<file path="src/brek_pkg.sv">
// Shared types and fixed widths for the group reversal block.
// No dependencies; used by the controller, datapath and top level.
package brek_pkg;

	localparam int GS_W  = 5;   // group size register width
	localparam int VAL_W = 32;  // word value width on the ports

	// controller -> datapath commands
	typedef struct packed {
		logic wr_en;    // store incoming word at wr_addr
		logic rd_en;    // read one held word at rd_addr
		logic rd_last;  // word being read ends the run
		logic rd_fin;   // run closes the stream
	} ctl_cmd_t;

	// datapath -> controller status
	typedef struct packed {
		logic rd_ok;    // read stage can take a new read this cycle
	} dp_stat_t;

endpackage

</file>
<file path="src/brek_ctrl.sv">
// Controller for the group reversal block: fill counter, group size register,
// emission sequencer. Depends on brek_pkg.
module brek_ctrl
	import brek_pkg::*;
#(
	parameter int MAX_GROUP = 16
) (
	input  logic                         clk,
	input  logic                         arst_n,
	input  logic                         group_size_we,
	input  logic [GS_W-1:0]              group_size,
	input  logic                         in_valid,
	output logic                         in_ready,
	input  logic                         final_item,
	input  dp_stat_t                     stat,
	output ctl_cmd_t                     cmd,
	output logic [$clog2(MAX_GROUP)-1:0] wr_addr,
	output logic [$clog2(MAX_GROUP)-1:0] rd_addr
);

	localparam int AW   = $clog2(MAX_GROUP);
	localparam int CW   = $clog2(MAX_GROUP + 1);
	localparam int CMPW = (CW > GS_W) ? CW : GS_W;

	typedef enum logic {ST_IDLE, ST_EMIT} state_t;

	state_t          state_q;
	logic [GS_W-1:0] gsize_q;
	logic [CW-1:0]   fill_q;
	logic [CW-1:0]   rem_q;
	logic [AW-1:0]   addr_q;
	logic            rev_q;
	logic            fin_q;

	logic          accept;
	logic [CW-1:0] n_held;
	logic          full_grp;

	assign in_ready = (state_q == ST_IDLE);
	assign accept   = in_valid && in_ready;
	assign n_held   = fill_q + CW'(1);
	// a size above MAX_GROUP acts as MAX_GROUP; held count never exceeds it
	assign full_grp = (CMPW'(n_held) >= CMPW'(gsize_q)) || (n_held == CW'(MAX_GROUP));

	assign cmd.wr_en   = accept;
	assign cmd.rd_en   = (state_q == ST_EMIT) && stat.rd_ok;
	assign cmd.rd_last = (rem_q == CW'(1));
	assign cmd.rd_fin  = fin_q;
	assign wr_addr     = fill_q[AW-1:0];
	assign rd_addr     = addr_q;

	always_ff @(posedge clk or negedge arst_n) begin
		if (!arst_n) begin
			state_q <= ST_IDLE;
			gsize_q <= '0;
			fill_q  <= '0;
			rem_q   <= '0;
			addr_q  <= '0;
			rev_q   <= 1'b0;
			fin_q   <= 1'b0;
		end else begin
			if (group_size_we) begin
				gsize_q <= group_size;
			end
			case (state_q)
				ST_IDLE: begin
					if (accept) begin
						if (full_grp || final_item) begin
							state_q <= ST_EMIT;
							rem_q   <= n_held;
							rev_q   <= full_grp;
							fin_q   <= final_item;
							addr_q  <= full_grp ? fill_q[AW-1:0] : '0;
							fill_q  <= '0;
						end else begin
							fill_q <= n_held;
						end
					end
				end
				ST_EMIT: begin
					if (cmd.rd_en) begin
						addr_q <= rev_q ? (addr_q - AW'(1)) : (addr_q + AW'(1));
						rem_q  <= rem_q - CW'(1);
						if (rem_q == CW'(1)) begin
							state_q <= ST_IDLE;
						end
					end
				end
				default: begin
					state_q <= ST_IDLE;
				end
			endcase
		end
	end

endmodule

</file>
<file path="src/brek_dpath.sv">
// Datapath for the group reversal block: word store, registered read stage,
// output register. Depends on brek_pkg.
module brek_dpath
	import brek_pkg::*;
#(
	parameter int MAX_GROUP  = 16,
	parameter int ITEM_WIDTH = 32
) (
	input  logic                         clk,
	input  logic                         arst_n,
	input  ctl_cmd_t                     cmd,
	input  logic [$clog2(MAX_GROUP)-1:0] wr_addr,
	input  logic [$clog2(MAX_GROUP)-1:0] rd_addr,
	output dp_stat_t                     stat,
	input  logic signed [VAL_W-1:0]      value,
	output logic                         out_valid,
	input  logic                         out_ready,
	output logic signed [VAL_W-1:0]      value_res,
	output logic                         run_end,
	output logic                         stream_end
);

	logic signed [ITEM_WIDTH-1:0] mem [MAX_GROUP];

	logic                         rd_valid_s1;
	logic signed [ITEM_WIDTH-1:0] rd_data_s1;
	logic                         rd_last_s1;
	logic                         rd_fin_s1;

	logic                         out_valid_q;
	logic signed [VAL_W-1:0]      value_q;
	logic                         run_end_q;
	logic                         stream_end_q;

	logic load_out;

	assign load_out   = rd_valid_s1 && (!out_valid_q || out_ready);
	// read data is held until moved on, so a new read only when it leaves
	assign stat.rd_ok = !rd_valid_s1 || load_out;

	always_ff @(posedge clk) begin
		if (cmd.wr_en) begin
			mem[wr_addr] <= ITEM_WIDTH'(value);
		end
	end

	always_ff @(posedge clk) begin
		if (cmd.rd_en) begin
			rd_data_s1 <= mem[rd_addr];
			rd_last_s1 <= cmd.rd_last;
			rd_fin_s1  <= cmd.rd_fin && cmd.rd_last;
		end
		if (load_out) begin
			value_q      <= VAL_W'(rd_data_s1);
			run_end_q    <= rd_last_s1;
			stream_end_q <= rd_fin_s1;
		end
	end

	always_ff @(posedge clk or negedge arst_n) begin
		if (!arst_n) begin
			rd_valid_s1 <= 1'b0;
			out_valid_q <= 1'b0;
		end else begin
			rd_valid_s1 <= cmd.rd_en || (rd_valid_s1 && !load_out);
			out_valid_q <= load_out || (out_valid_q && !out_ready);
		end
	end

	assign out_valid  = out_valid_q;
	assign value_res  = value_q;
	assign run_end    = run_end_q;
	assign stream_end = stream_end_q;

endmodule

</file>
<file path="src/block_reverse_every_k_core.sv">
// Top level of the group reversal block: controller plus datapath.
// Depends on brek_pkg, brek_ctrl and brek_dpath.
//
// Usage:
//  - Input channel in_valid/in_ready carries one word (value, final_item).
//  - Output channel out_valid/out_ready carries one word (value_res, run_end, stream_end).
//  - group_size_we/group_size load the group size; write only while idle.
//    0 or 1 passes words straight through; above MAX_GROUP acts as MAX_GROUP.
//  - Words collect in the store. When the held count reaches the group size
//    the group leaves newest first; a short group closed by final_item leaves
//    in arrival order. run_end flags the last word of each run, stream_end the
//    last word of the stream.
// Timing:
//  - Accepting a word is one store write. A run of n words is then read
//    with one store read per cycle while the read stage can take it; each word
//    passes the registered read stage and then the output register.
//  - Store writes and reads never overlap: in_ready is low while a run is
//    being read out.
// Reset clears the fill count, the group size (to 0) and all valid flags.
// A receiver stall holds the output and pending read words; reading waits, nothing drops.
module block_reverse_every_k_core
	import brek_pkg::*;
#(
	parameter int MAX_GROUP  = 16,
	parameter int ITEM_WIDTH = 32
) (
	input  logic                    clk,
	input  logic                    arst_n,
	input  logic                    group_size_we,
	input  logic [GS_W-1:0]         group_size,
	input  logic                    in_valid,
	output logic                    in_ready,
	input  logic signed [VAL_W-1:0] value,
	input  logic                    final_item,
	output logic                    out_valid,
	input  logic                    out_ready,
	output logic signed [VAL_W-1:0] value_res,
	output logic                    run_end,
	output logic                    stream_end
);

	localparam int AW = $clog2(MAX_GROUP);

	ctl_cmd_t      cmd;
	dp_stat_t      stat;
	logic [AW-1:0] wr_addr;
	logic [AW-1:0] rd_addr;

	brek_ctrl #(
		.MAX_GROUP (MAX_GROUP)
	) u_ctrl (
		.clk           (clk),
		.arst_n        (arst_n),
		.group_size_we (group_size_we),
		.group_size    (group_size),
		.in_valid      (in_valid),
		.in_ready      (in_ready),
		.final_item    (final_item),
		.stat          (stat),
		.cmd           (cmd),
		.wr_addr       (wr_addr),
		.rd_addr       (rd_addr)
	);

	brek_dpath #(
		.MAX_GROUP  (MAX_GROUP),
		.ITEM_WIDTH (ITEM_WIDTH)
	) u_dpath (
		.clk        (clk),
		.arst_n     (arst_n),
		.cmd        (cmd),
		.wr_addr    (wr_addr),
		.rd_addr    (rd_addr),
		.stat       (stat),
		.value      (value),
		.out_valid  (out_valid),
		.out_ready  (out_ready),
		.value_res  (value_res),
		.run_end    (run_end),
		.stream_end (stream_end)
	);

endmodule

</file>
<file path="config.mk">
export PLATFORM = sky130hd
export DESIGN_NAME = block_reverse_every_k_core
export DESIGN_NICKNAME = d
export VERILOG_FILES = /design/src/brek_pkg.sv /design/src/brek_ctrl.sv /design/src/brek_dpath.sv /design/src/block_reverse_every_k_core.sv
export SDC_FILE = /design/constraint.sdc
export NUM_CORES = 1
export LEC_CHECK = 0
export ABC_CLOCK_PERIOD_IN_PS = 6200
export BUFFER_PORTS_ARGS = -buffer_cell sky130_fd_sc_hd__buf_2
export CAP_MARGIN = 10
export CORE_ASPECT_RATIO = 0.7
export CORE_MARGIN = 8
export CORE_UTILIZATION = 30
export DETAILED_ROUTE_END_ITERATION = 8
export PLACE_DENSITY = 0.41
export SLEW_MARGIN = 0
export SYNTH_ARGS = -nofsm -noshare
export SYNTH_HDL_FRONTEND = slang
export SYNTH_SLANG_ARGS = --single-unit
</file>
<file path="constraint.sdc">
create_clock -name clk -period 6.2 [get_ports clk]
set_input_delay 0.62 -clock clk [delete_from_list [all_inputs] [get_ports clk]]
set_output_delay 0.62 -clock clk [all_outputs]
set_load 0.01 [all_outputs]
</file>
# Word level (Yosys, flattened, before mapping)
# Memory sizes are Yosys's and may differ from the RTL's. A register that Yosys moved wholly into a read port is not among the register bits.
# Index checks and enable logic that the tools add are counted.
dict set report classes {
  addsub 4
  n_lt_le_gt_ge 1
  eq_ne 5
  n_mux 18
  bitwise 1
  reduce_logical 19
}
# cell n
set ops {}
lappend ops {{$mux W4} 5}
lappend ops {{$mux W5} 4}
lappend ops {{$pmux W5 S2} 1}
lappend ops {{$pmux W4 S2} 1}
lappend ops {{$logic_and A1 B1 Y1} 6}
lappend ops {{$logic_or A1 B1 Y1} 6}
lappend ops {{$mux W1} 6}
lappend ops {{$reduce_and A3 Y1} 2}
lappend ops {{$add A5 B1 Y5 const B} 1}
lappend ops {{$eq A5 B1 Y1 const B} 1}
lappend ops {{$eq A5 B5 Y1 const B} 1}
lappend ops {{$ge A5 B5 Y1} 1}
lappend ops {{$sub A5 B1 Y5 const B} 1}
lappend ops {{$add A4 B1 Y4 const B} 1}
lappend ops {{$logic_not A1 Y1} 4}
lappend ops {{$ne A2 B2 Y1 const B} 2}
lappend ops {{$sub A4 B1 Y4 const B} 1}
lappend ops {{$ne A2 B1 Y1 const B} 1}
lappend ops {{$pmux W1 S2} 1}
lappend ops {{$reduce_and A2 Y1} 1}
lappend ops {{$not A1 Y1} 1}
dict set report word_totals {
  ff_bits 60
  mem_bits_rw 512
  output_inout_bits 36
  memories 1
}
# name depth width rd rd_clocked_by_memory_dff wr line
set memory_table {}
lappend memory_table {u_dpath.mem 16 32 1 1 1 brek_dpath.sv:23} ;# logic signed [ITEM_WIDTH-1:0] mem [MAX_GROUP];

# Longest topological paths before layout
# Gate-level depths: netlist of the first run.
dict set report depth {
  ltp_word 7
  depth_mapped 11
  depth_no_buf 10
}

# Modules after synthesis
# Synthesis of the first run repeated with hierarchy kept, for this count alone.
dict set report hier_totals {
  hier_cells 1035
  area_unflattened_um2 22776.8
}
# mod n_inst cells_each area_per_inst_um2 seq_area_each_um2
set modules_own_cells {}
lappend modules_own_cells {brek_dpath 1 882 21326.7 17466.8}
lappend modules_own_cells {brek_ctrl 1 153 1450.1 550.5}

# Worst setup path before layout of the first run
# Ideal clock, no wire load.
dict set report synth_path {
  path_kind {input-to-reg}
  from {input in_valid}
  to {memory u_dpath.mem[3][0] (enable)}
  setup_time_ps 461
  t_arrival_ps 3485
  t_required_ps 5739
  setup_slack_ps 2254
  stages 4
  n_path_buf 1
  cell_sequence {nor2b_1 clkbuf_1 nand2_1 nor3_1}
}
dict set report synth_between {
  elab_chain_cells 3
}
# item line
set synth_lines {}
lappend synth_lines {{from (decl)} block_reverse_every_k_core.sv:31} ;# input logic in_valid,
lappend synth_lines {{$logic_and A1 B1 Y1} brek_ctrl.sv:40} ;# assign accept = in_valid && in_ready;
lappend synth_lines {{$mux W1} brek_dpath.sv:42} ;# if (cmd.wr_en) begin
lappend synth_lines {{$mux W1 (implied by the code)} brek_dpath.sv:43} ;# mem[wr_addr] <= ITEM_WIDTH'(value);
lappend synth_lines {{to (decl)} brek_dpath.sv:23}
# Every way passes these cells.

# Worst setup path after layout of the first run
dict set report layout_path {
  from {register u_ctrl.fill_q[0]}
  to {register u_ctrl.addr_q[3] (netlist: u_ctrl.rd_addr[3])}
}
dict set report layout_between {
  elab_chain_cells 7
  word_cells_on_any_way 11
}
# item line
set layout_lines {}
lappend layout_lines {{from (decl)} brek_ctrl.sv:29} ;# logic [CW-1:0] fill_q;
lappend layout_lines {{from (signal assigned)} brek_ctrl.sv:76} ;# fill_q <= n_held;
lappend layout_lines {{$add A5 B1 Y5 (*)} brek_ctrl.sv:41} ;# assign n_held = fill_q + CW'(1);
lappend layout_lines {{$ge A5 B5 Y1 or $eq A5 B5 Y1 (tied branches)} brek_ctrl.sv:43} ;# assign full_grp = (CMPW'(n_held) >= CMPW'(gsize_q)) || (n_held == CW'(MAX_GROUP));
lappend layout_lines {{$logic_or A1 B1 Y1 (*)} brek_ctrl.sv:43}
lappend layout_lines {{$mux W4} brek_ctrl.sv:73} ;# addr_q <= full_grp ? fill_q[AW-1:0] : '0;
lappend layout_lines {{$mux W4} brek_ctrl.sv:68} ;# if (full_grp || final_item) begin
lappend layout_lines {{$mux W4} brek_ctrl.sv:67} ;# if (accept) begin
lappend layout_lines {{$pmux W4 S2} brek_ctrl.sv:65} ;# case (state_q)
lappend layout_lines {{to (signal assigned)} brek_ctrl.sv:73}
lappend layout_lines {{to (signal assigned)} brek_ctrl.sv:82} ;# addr_q <= rev_q ? (addr_q - AW'(1)) : (addr_q + AW'(1));
lappend layout_lines {{to (decl)} brek_ctrl.sv:31} ;# logic [AW-1:0] addr_q;
# Every way passes the cells marked *; elsewhere a longest branch is shown, timed or not. The select of a mux whose other input is x is not followed.
# A chain may end at the register's enable or synchronous reset.

==> results_dict.tcl, run 1 <==
set metrics [dict create \
    outcome "completed" \
    clockBufferDepth 3 \
    fin_crit_sh_pct 51.93 \
    vias_per_cell 4.745 \
    critPathRequiredTime_ns 6.68 \
    drv_slew 0 \
    multi_input_area_um2 4612 \
    final_nets 1138 \
    post-synth-top-area-fraction_pct 76.43 \
    final_cells 2122 \
    final.min_clock_period_ns 3.220 \
    skew_ns 0.03743 \
    drt-initial-drc-count 823 \
    holdWs_ns 0.2323 \
    cts.hold.buffers_added 1 \
    drc_errors 0 \
    synth_edf_count 580 \
    ys_seq_area_share_pct 79.06 \
    placed_area_um2 24530 \
    diodes 0 \
    drv_cap 0 \
    place_hpwl_um 29130 \
    cp-start-kind "flop" \
    syn_avg_cell_area_um2 23.69 \
    die_area_um2 85180 \
    ys.flop_type "edfxtp_1" \
    cts_buffers 61 \
    grt_max_degree 85 \
    cts_tree "yes" \
    drive_gt1_share_pct 34.25 \
    finalWirelength_um 55060 \
    syn_nets 1019 \
    final_common_cell "edfxtp_1" \
    syn-instance-count 962 \
    slew_headroom_pct 27.58 \
    cts-htree-levels 2 \
    p_leak_uw 0.008510 \
    cts_setup_buffers 0 \
    syn-cell-area_um2 22790 \
    async_reset_ff_share_pct 3.974 \
    finalPower_uw 11640 \
    clk_pin_slew_ns 0.06 \
    worstMarginPinSlew_ns 1.084 \
    mostFrequentLayoutCells "580 x edfxtp_1, 160 x mux4_2, 78 x buf_2" \
    row_count 84 \
    initial_core_util_pct 30.32 \
    critical_path_class "flop to flop" \
    ioPinCount 79 \
    grt_pass1_vias 10858 \
    fin_setup_tns_ns 0 \
    fillers 6859 \
    cts-root-buf "clkbuf_16" \
    insertion_delay_ns 0.63 \
    cts_resized 0 \
    die_height_um 246.6 \
    gp_congestion 0.7061 \
    grt_usage_pct 12.88 \
    drtAntennaViolNets 0 \
    portBuffers 78 \
    antenna_found_initial 3 \
    synth_top_area_cell "edfxtp_1" \
    arrival_ns 3.70 \
    area_growth_syn_to_layout_pct 16.98 \
    cts.sinks 604 \
    core-area_um2 75150 \
    design_area_um2 26660 \
    dr.pass1.iters 5 \
    dp_cells 2006 \
    final_hold_viol_count 0 \
    grt_setup_unrepaired "false" \
    wl_per_cell_um 25.94 \
    globalRouteOverflowTotal 0 \
    setup_viol 0 \
    synthTopCellsByArea "edfxtp_1 76%, mux4_2 16%, dfrtp_1 2.6%" \
    die_w_um 345.4 \
    end_kind "flop" \
    max_clock_freq_ghz 0.3106 \
    path_max_fanout 14 \
    synth_warnings 0 \
    grt_pass1_wl_um 80010 \
    via_count 10069 \
    regArea_um2 18030 \
    p_per_area_nw_per_um2 436.8 \
    ys_ff_latch 604 \
    timing.hold.worst.class "primary input to flop" \
    synthDistinctLibCells 46 \
    peakVddDrop_mv 0.2256 \
]
==> report_power, final <==
group | total [uW] | internal, uW | switching (uW)
Combinational | 2420 | 1290 | 1130
Clock | 3890 | 2290 | 1600
Sequential | 5330 | 4920 | 408
Total | 11600 | 8500 | 3150
==> flip-flops by register name (all words and copies together), names as in the netlist, 4 cells and up <==
signal and flops:
u_ctrl.gsize_q 5, u_ctrl.rem_q 5, u_dpath.mem 512, u_dpath.value_res 32
u_dpath.rd_data_s1 32, u_ctrl.fill_q 5, u_ctrl.rd_addr 4
==> through the flow <==
stage | utilization, % | setup WS, ns
6_report | 35.47 | 2.980
5_1_grt | 35.47 | 2.639
4_1_cts | 35.47 | 2.883
3_5_place_dp | 32.64 | 2.665
3_3_place_gp | 32.64 | 2.693
2_1_floorplan | - | 2.254
==> layer usage <==
metal / track usage [%] / up-vias / part of all wire (%)
met4: 3.271 / 4 / 1.8
met3: 2.394 / 68 / 4.2
li1: - / 4309 / -
met1: 17.95 / 5479 / 46
met5: 0 / - / 0.049
met2: 20.82 / 209 / 48
==> worst paths after layout <==
kind | to | startpoint | cells after the start | slack (ns)
hold reg to reg | u_dpath.value_res[22] | u_dpath.rd_data_s1[22] | 0 | 0.41
setup reg to reg | u_ctrl.rd_addr[3] | u_ctrl.fill_q[0] | 10 | 2.98
min in group asynchronous | u_dpath.rd_valid_s1 | arst_n | 2 | 0.56
hold / removal | u_ctrl.gsize_q[1] | group_size[1] | 3 | 0.23
setup / recovery | u_ctrl.rd_addr[3] | u_ctrl.fill_q[0] | 10 | 2.98
max in group asynchronous | u_ctrl.rd_addr[2] | arst_n | 2 | 5.17
==> cell families (layout without fill, tap and decap cells) <==
group                    count (synthesis)  after routing  synth area share [%]
AO/OA/AOI/OAI                           41             41                 1.345
XOR/XNOR                                 6              6                0.2306
adder cells (fa/ha/maj)                 14             14                0.8016
buffers and inverters                   64            235                 1.186
flip-flops                             604            604                 79.06
multiplexers                           162            162                 15.91
AND/OR/NAND/NOR                         71             71                 1.460
==> cells in the mapped netlist (all sizes together) (2+ instances only) <==
| library cell | instances |
|---|---|
| inv | 18 |
| ha | 13 |
| a21oi | 6 |
| buf | 26 |
| xor2 | 4 |
| nand3 | 5 |
| o31ai | 4 |
| nand2 | 28 |
| nor3 | 7 |
| o211ai | 5 |
| and3 | 2 |
| edfxtp | 580 |
| nand2b | 4 |
| mux2 | 2 |
| or2 | 2 |
| and2 | 4 |
| mux4 | 160 |
| clkbuf | 19 |
| nor2 | 15 |
| xnor2 | 2 |
| dfrtp | 24 |
| a221oi | 2 |
| nor2b | 2 |
| o21ai | 12 |
==> worst max-delay path, stage by stage (launching register included) <==
cell,delay [ns]
dfrtp_1,0.57
ha_1,0.36
nand3_1,0.13
xor2_1,0.36
inv_1,0.09
ha_1,0.28
o21ai_0,0.10
o221ai_2,0.22
o21ai_2,0.50
nand2_1,0.18
mux2_2,0.30
==> cell type report <==
class,count,share of cell area (%)
clock buffers,72,6.073
inverters,19,0.2675
flip-flops and latches,604,67.63
repair buffers,101,2.215
clock inverters,43,1.868
well taps,989,4.642
multi-input cells,294,17.30
No activity file was read; power rests on OpenSTA's default activity.
==> run 2, diff against run 1 <==
Settings changed: ABC_AREA set to 1, ABC_CLOCK_PERIOD_IN_PS 6200 to 3200.
Clock period 6.2 ns to 3.2 ns, I/O delays scaled along.
==> run 2 against run 1 <==
  * Global-route usage is 1.3 points higher
  * Cell count up 34%
  * Sequential power up 89%
  * Critical path depth increased by 4
  * Wire length is 15% higher
  * Largest cell class unchanged
==> results_dict.tcl, run 2 <==
set metrics [dict create \
    outcome "completed" \
    sequentialPowerShare_pct 43.6 \
    cts-htree-levels 2 \
    syn-instance-count 1649 \
    syn_avg_cell_area_um2 14.17 \
    timing.hold.worst.class "primary input to flop" \
    globalRouteOverflowTotal 0 \
    synth_top_area_cell "edfxtp_1" \
    synthTopCellsByArea "edfxtp_1 75%, o21ai_0 5.5%, nor2_1 4.6%" \
    pre_cts_slack_ns 0.5208 \
    setup_slack_ns 0.4984 \
    hold_depth 1 \
    via_count 14007 \
    diodes 0 \
    critical_path_class "flop to flop" \
    p_sw_uw 7891 \
    synth_edf_count 580 \
    synthDistinctLibCells 30 \
    async_reset_ff_share_pct 3.974 \
    synth_warnings 0 \
    critPathRequiredTime_ns 3.71 \
    swShare_pct 34.13 \
    gp_congestion 0.7524 \
    setup_viol 0 \
    grt_most_used_layer "met2" \
    post-synth-top-area-fraction_pct 74.52 \
    grt_use_met1_pct 21.10 \
    top_register "u_dpath.mem" \
    p_leak_uw 0.008857 \
    clk_pin_slew_ns 0.06 \
    final_common_cell "edfxtp_1" \
    portBuffers 78 \
    drv_slew 0 \
    row_count 85 \
    largest_register_ffs 512 \
    skew_ns 0.02689 \
    cts-root-buf "clkbuf_16" \
    vias_per_cell 4.941 \
    worstMarginPinSlew_ns 0.9636 \
    grt_use_met3_pct 2.570 \
    r2r.worst_path.cells 14 \
    fin_setup_tns_ns 0 \
    p_per_area_nw_per_um2 848.1 \
    grt_util_met2_pct 21.22 \
    wl_per_cell_um 22.31 \
    yosysMostFrequentCell "edfxtp_1" \
    peakVddDrop_mv 0.4976 \
    grt_setup_unrepaired "false" \
    dp_cells 2706 \
    drt-initial-drc-count 1109 \
    mostFrequentLayoutCells "580 x edfxtp_1, 269 x nor2_1, 259 x o21ai_0" \
    end_kind "flop" \
    cts_tree "yes" \
    drtAntennaViolNets 0 \
    die_area_um2 87230 \
    drv_cap 0 \
    ys_ff_latch 604 \
    power_frac_comb_pct 27.2 \
    final_nets 1798 \
    area_growth_syn_to_layout_pct 16.65 \
    final_hold_viol_count 0 \
    cts.sinks 604 \
    final.min_clock_period_ns 2.702 \
    cp-start-kind "flop" \
    die_height_um 249.5 \
    clockBufferDepth 3 \
    path_max_fanout 12 \
    cts_resized 0 \
    ys_seq_area_share_pct 77.09 \
    max_clock_freq_ghz 0.3702 \
    grt_pass1_wl_um 94890 \
    ioPinCount 79 \
    drc_errors 0 \
    intPower_uw 15230 \
    final_cells 2835 \
    place_hpwl_um 33470 \
    initial_core_util_pct 30.35 \
    finalWirelength_um 63250 \
    die_w_um 349.6 \
    syn-cell-area_um2 23370 \
    fin_crit_sh_pct 84.42 \
    cts_buffers 60 \
    grt_pass1_vias 14034 \
    syn_nets 1706 \
    grt_usage_pct 14.19 \
    clockPowerShare_pct 29.2 \
    grt_max_degree 131 \
    arrival_ns 3.21 \
    antenna_found_initial 1 \
    ys.flop_type "edfxtp_1" \
    yosys-top-cells-count "580 x edfxtp_1, 285 x nor2_1, 259 x o21ai_0" \
    core-area_um2 77000 \
    insertion_delay_ns 0.65 \
    drive_gt1_share_pct 13.12 \
    dr.pass1.iters 5 \
    slew_headroom_pct 35.76 \
]
## run 2: worst max-delay path, cell delays in order (launching register included)
cell and delay (ns):
dfrtp_1 0.44, ha_1 0.28, nand3_2 0.15, xor2_2 0.27
ha_1 0.29, nand2_1 0.09, nor2_1 0.05, nand2_1 0.05
nand2_1 0.06, nor2_1 0.23, nand3_2 0.15, nand2_2 0.23
nand2_1 0.15, nand2_1 0.09, nand2_1 0.05
## run 2: layer usage
layer	share of wire, %	routed length, um
met1	50	31610
met2	44	27900
met3	4.0	2553
met4	1.9	1186
met5	0	0
## run 2: final timing paths
check	startpoint	to	slack, ns
hold / removal	value[19]	u_dpath.mem[12][19]	0.06
max in group asynchronous	arst_n	u_ctrl.rd_addr[0]	2.52
hold reg to reg	u_dpath.rd_data_s1[29]	u_dpath.value_res[29]	0.42
min in group asynchronous	arst_n	u_ctrl.gsize_q[4]	0.23
setup reg to reg	u_ctrl.fill_q[0]	u_ctrl.rd_addr[0]	0.50
setup / recovery	u_ctrl.fill_q[0]	u_ctrl.rd_addr[0]	0.50
## run 2: cells by family after synthesis
group / Yosys count / synth area share, %
flops: 604 / 77.09
compound gates: 448 / 11.65
simple gates: 437 / 7.367
buf+inv: 141 / 2.880
fa+ha+maj: 14 / 0.7816
xor+xnor: 4 / 0.1821
mux: 1 / 0.04818
## run 2: layout make-up
| class | instances | area (um2) |
|---|---|---|
| well taps | 1044 | 1306 |
| repair buffers | 141 | 1156 |
| clock buffers | 75 | 1558 |
| inverters | 30 | 120.1 |
| fillers | 7461 | 49740 |
| flip-flops and latches | 604 | 18030 |
| multi-input cells | 904 | 4812 |
| clock inverters | 37 | 281.5 |
## run 2: timing repair
item,in CTS,in global routing
hold buffers,17,0
setup buffers,0,0
endpoints found under the hold margin,31,0
## run 2: stage by stage
| stage | total power [uW] | util, % | cell area [um2] | hold WS (ns) |
|---|---|---|---|---|
| 6_report | 23120 | 35.41 | 27260 | 0.06463 |
| 5_1_grt | 24550 | 35.41 | 27260 | 0.03754 |
| 4_1_cts | 23530 | 35.41 | 27260 | 0.006691 |
| 3_5_place_dp | 16680 | 32.80 | 25250 | 0.3688 |
| 3_3_place_gp | 16690 | 32.80 | 25250 | 0.3520 |
| 2_1_floorplan | 14170 | - | 23370 | 0.02441 |
## run 2: power by group through the flow
stage	Sequential [uW]	Combinational, uW	Clock (uW)
2_1_floorplan	10200	3960	0
3_3_place_gp	10200	6440	0
3_5_place_dp	10300	6420	0
4_1_cts	10100	6450	6980
5_1_grt	10200	7070	7310
6_report	10100	6290	6740
==> run 3, diff against run 2 <==
Settings changed: ABC_CLOCK_PERIOD_IN_PS 3200 to 2300, PLACE_DENSITY 0.41 to 0.43.
Clock period 3.2 ns to 2.3 ns, I/O delays scaled along.
==> run 3 against run 2 <==
  * Utilization is 1.1 points higher
  * Critical endpoint is now u_ctrl.rem_q[3]
  * Critical path type unchanged
  * Sequential power is 39% higher
  * Register-to-register slack worse by 0.36 ns
==> results_dict.tcl, run 3 (synthesis results as in run 2) <==
set metrics [dict create \
    outcome "completed" \
    drive_gt1_share_pct 14.67 \
    top_register "u_dpath.mem" \
    p_per_area_nw_per_um2 1183 \
    crit_chain "ha_4 -> nand3_4 -> xor2_2 -> ha_1 -> nand2_1 -> nor2_1 -> nand2_1 -> nand2_2 -> nor2_4 -> nand3_4 -> nand2_4 -> buf_6 -> nand3_1 -> nand2_1" \
    clk_pin_slew_ns 0.06 \
    dp_cells 2726 \
    die_w_um 349.6 \
    fin_setup_tns_ns 0 \
    end_kind "flop" \
    initial_core_util_pct 30.35 \
    peakVddDrop_mv 0.7028 \
    fin_crit_sh_pct 93.86 \
    area_growth_syn_to_layout_pct 20.32 \
    drc_errors 0 \
    worstMarginPinSlew_ns 0.5805 \
    cts-htree-levels 2 \
    hold_depth 3 \
    largest_register_ffs 512 \
    insertion_delay_ns 0.66 \
    vias_per_cell 4.850 \
    final_hold_viol_count 0 \
    dr.pass1.iters 5 \
    portBuffers 78 \
    fillers 7438 \
    clockBufferDepth 3 \
    p_leak_uw 0.009234 \
    cts_tree "yes" \
    path_common_cell "nand2_1" \
    cts_buffers 60 \
    skew_ns 0.03342 \
    final_cells 2886 \
    arrival_ns 2.72 \
    grt_pass1_wl_um 94720 \
    hp-start "in_valid" \
    r2r_end "u_ctrl.rem_q[3]" \
    grt_usage_pct 14.24 \
    cts-root-buf "clkbuf_16" \
    reg2reg_setup_slack_ns 0.14 \
    setup_viol 0 \
    slowest_delay_ns 0.42 \
    grt_max_degree 88 \
    ioPinCount 79 \
    row_count 85 \
    worst-path-buf-inv 1 \
    cp-start-kind "flop" \
    globalRouteOverflowTotal 0 \
    grt_setup_unrepaired "true" \
    drv_cap 0 \
    r2r_start "u_ctrl.fill_q[1]" \
    timing.hold.worst.class "primary input to flop" \
    hold_end "u_ctrl.fin_q" \
    antenna_found_initial 1 \
    max_clock_freq_ghz 0.4632 \
    final.min_clock_period_ns 2.159 \
    die_area_um2 87230 \
    via_count 13996 \
    path_delay_family "simple AND/OR/NAND/NOR gates" \
    grt_pass1_vias 14030 \
    r2r.worst_path.cells 14 \
    gp_congestion 0.7283 \
    wl_per_cell_um 21.91 \
    finalWirelength_um 63220 \
    die_height_um 249.5 \
    drt-initial-drc-count 1158 \
    critPathRequiredTime_ns 2.86 \
    drtAntennaViolNets 0 \
    final_common_cell "edfxtp_1" \
    cp_slowest_cell "dfrtp_1" \
    slew_headroom_pct 61.30 \
    cts.sinks 604 \
    drv_slew 0 \
    critical_path_class "flop to flop" \
    place_hpwl_um 32470 \
    mostFrequentLayoutCells "580 x edfxtp_1, 268 x nor2_1, 259 x o21ai_0" \
    core-area_um2 77000 \
    final_nets 1853 \
    path_max_fanout 6 \
]
==> run 3: cell count changes in the layout (fill, tap and decap cells not counted), sizes merged <==
cell         before  now
dlygate4sd3      17   49
clkbuf           75   72
clkinv           31   24
buf             124  147
bufinv            3    8
diode             0    1
==> run 3: what timing repair did <==
item / in CTS / in global routing
hold buffers: 49 / 0
pin swaps: 0 / 8
endpoints found under the hold margin: 543 / 0
resized for setup: 1 / 11
setup buffers: 0 / 3
endpoints found under the setup margin: 9 / 13
==> run 3: stage by stage <==
stage	power, uW	util (%)	hold WS [ns]	instance area [um2]	setup WS [ns]
global placement	23490	33.20	0.2586	25570	-0.008193
CTS	33730	36.42	0.01909	28040	0.009234
detailed placement	23520	33.20	0.2703	25570	-0.02668
floorplan	19760	-	-0.06559	23460	-0.3981
global route	35230	36.52	0.06601	28120	-0.009501
finish	33270	36.52	0.05321	28120	0.1411
==> run 3: layout make-up <==
class                   count  area (um2)  area share (%)
repair buffers            196        1823           6.483
clock buffers              72        1546           5.500
clock inverters            35       435.4           1.548
inverters                  30       118.9          0.4227
multi-input cells         904        4857           17.27
diodes                      1       2.502        0.008899
flip-flops and latches    604       18030           64.12
well taps                1044        1306           4.645
==> run 3: metal layers <==
metal	GRT usage (%)	up-vias	share of wire, %
met3	2.273	86	4.3
li1	-	6540	-
met2	22.15	281	45
met4	3.501	0	2.1
met5	0	-	0
met1	20.71	7089	49
==> run 3: worst max path at each step <==
stage | from | cells after the start | to | slack [ns]
CTS | u_ctrl.fill_q[0] | 14 | u_ctrl.rem_q[3] | 0.009
finish | u_ctrl.fill_q[1] | 14 | u_ctrl.rem_q[3] | 0.14
floorplan | u_ctrl.state_q | 6 | u_dpath.mem[0][0] | -0.40
detailed placement | u_ctrl.fill_q[0] | 14 | u_ctrl.rd_addr[2] | -0.03
global placement | u_ctrl.fill_q[0] | 14 | u_ctrl.rd_addr[2] | -0.008
global route | u_ctrl.fill_q[1] | 12 | u_ctrl.rem_q[0] | -0.01
==> run 3: report_power, final <==
part           internal (uW)  total [uW]  switching [uW]  leakage (uW)
Sequential             13500       14000             455       0.00556
Clock                   5710       10000            4300      0.000962
Combinational           2990        9260            6280       0.00271
==> run 3: tightest hold or removal path, delay by kind of cell <==
family | cells | cell delay [ns]
AND/OR/NAND/NOR | 1 | 0.19
AO/OA/AOI/OAI | 1 | 0.11
buffers and inverters | 1 | 0.10
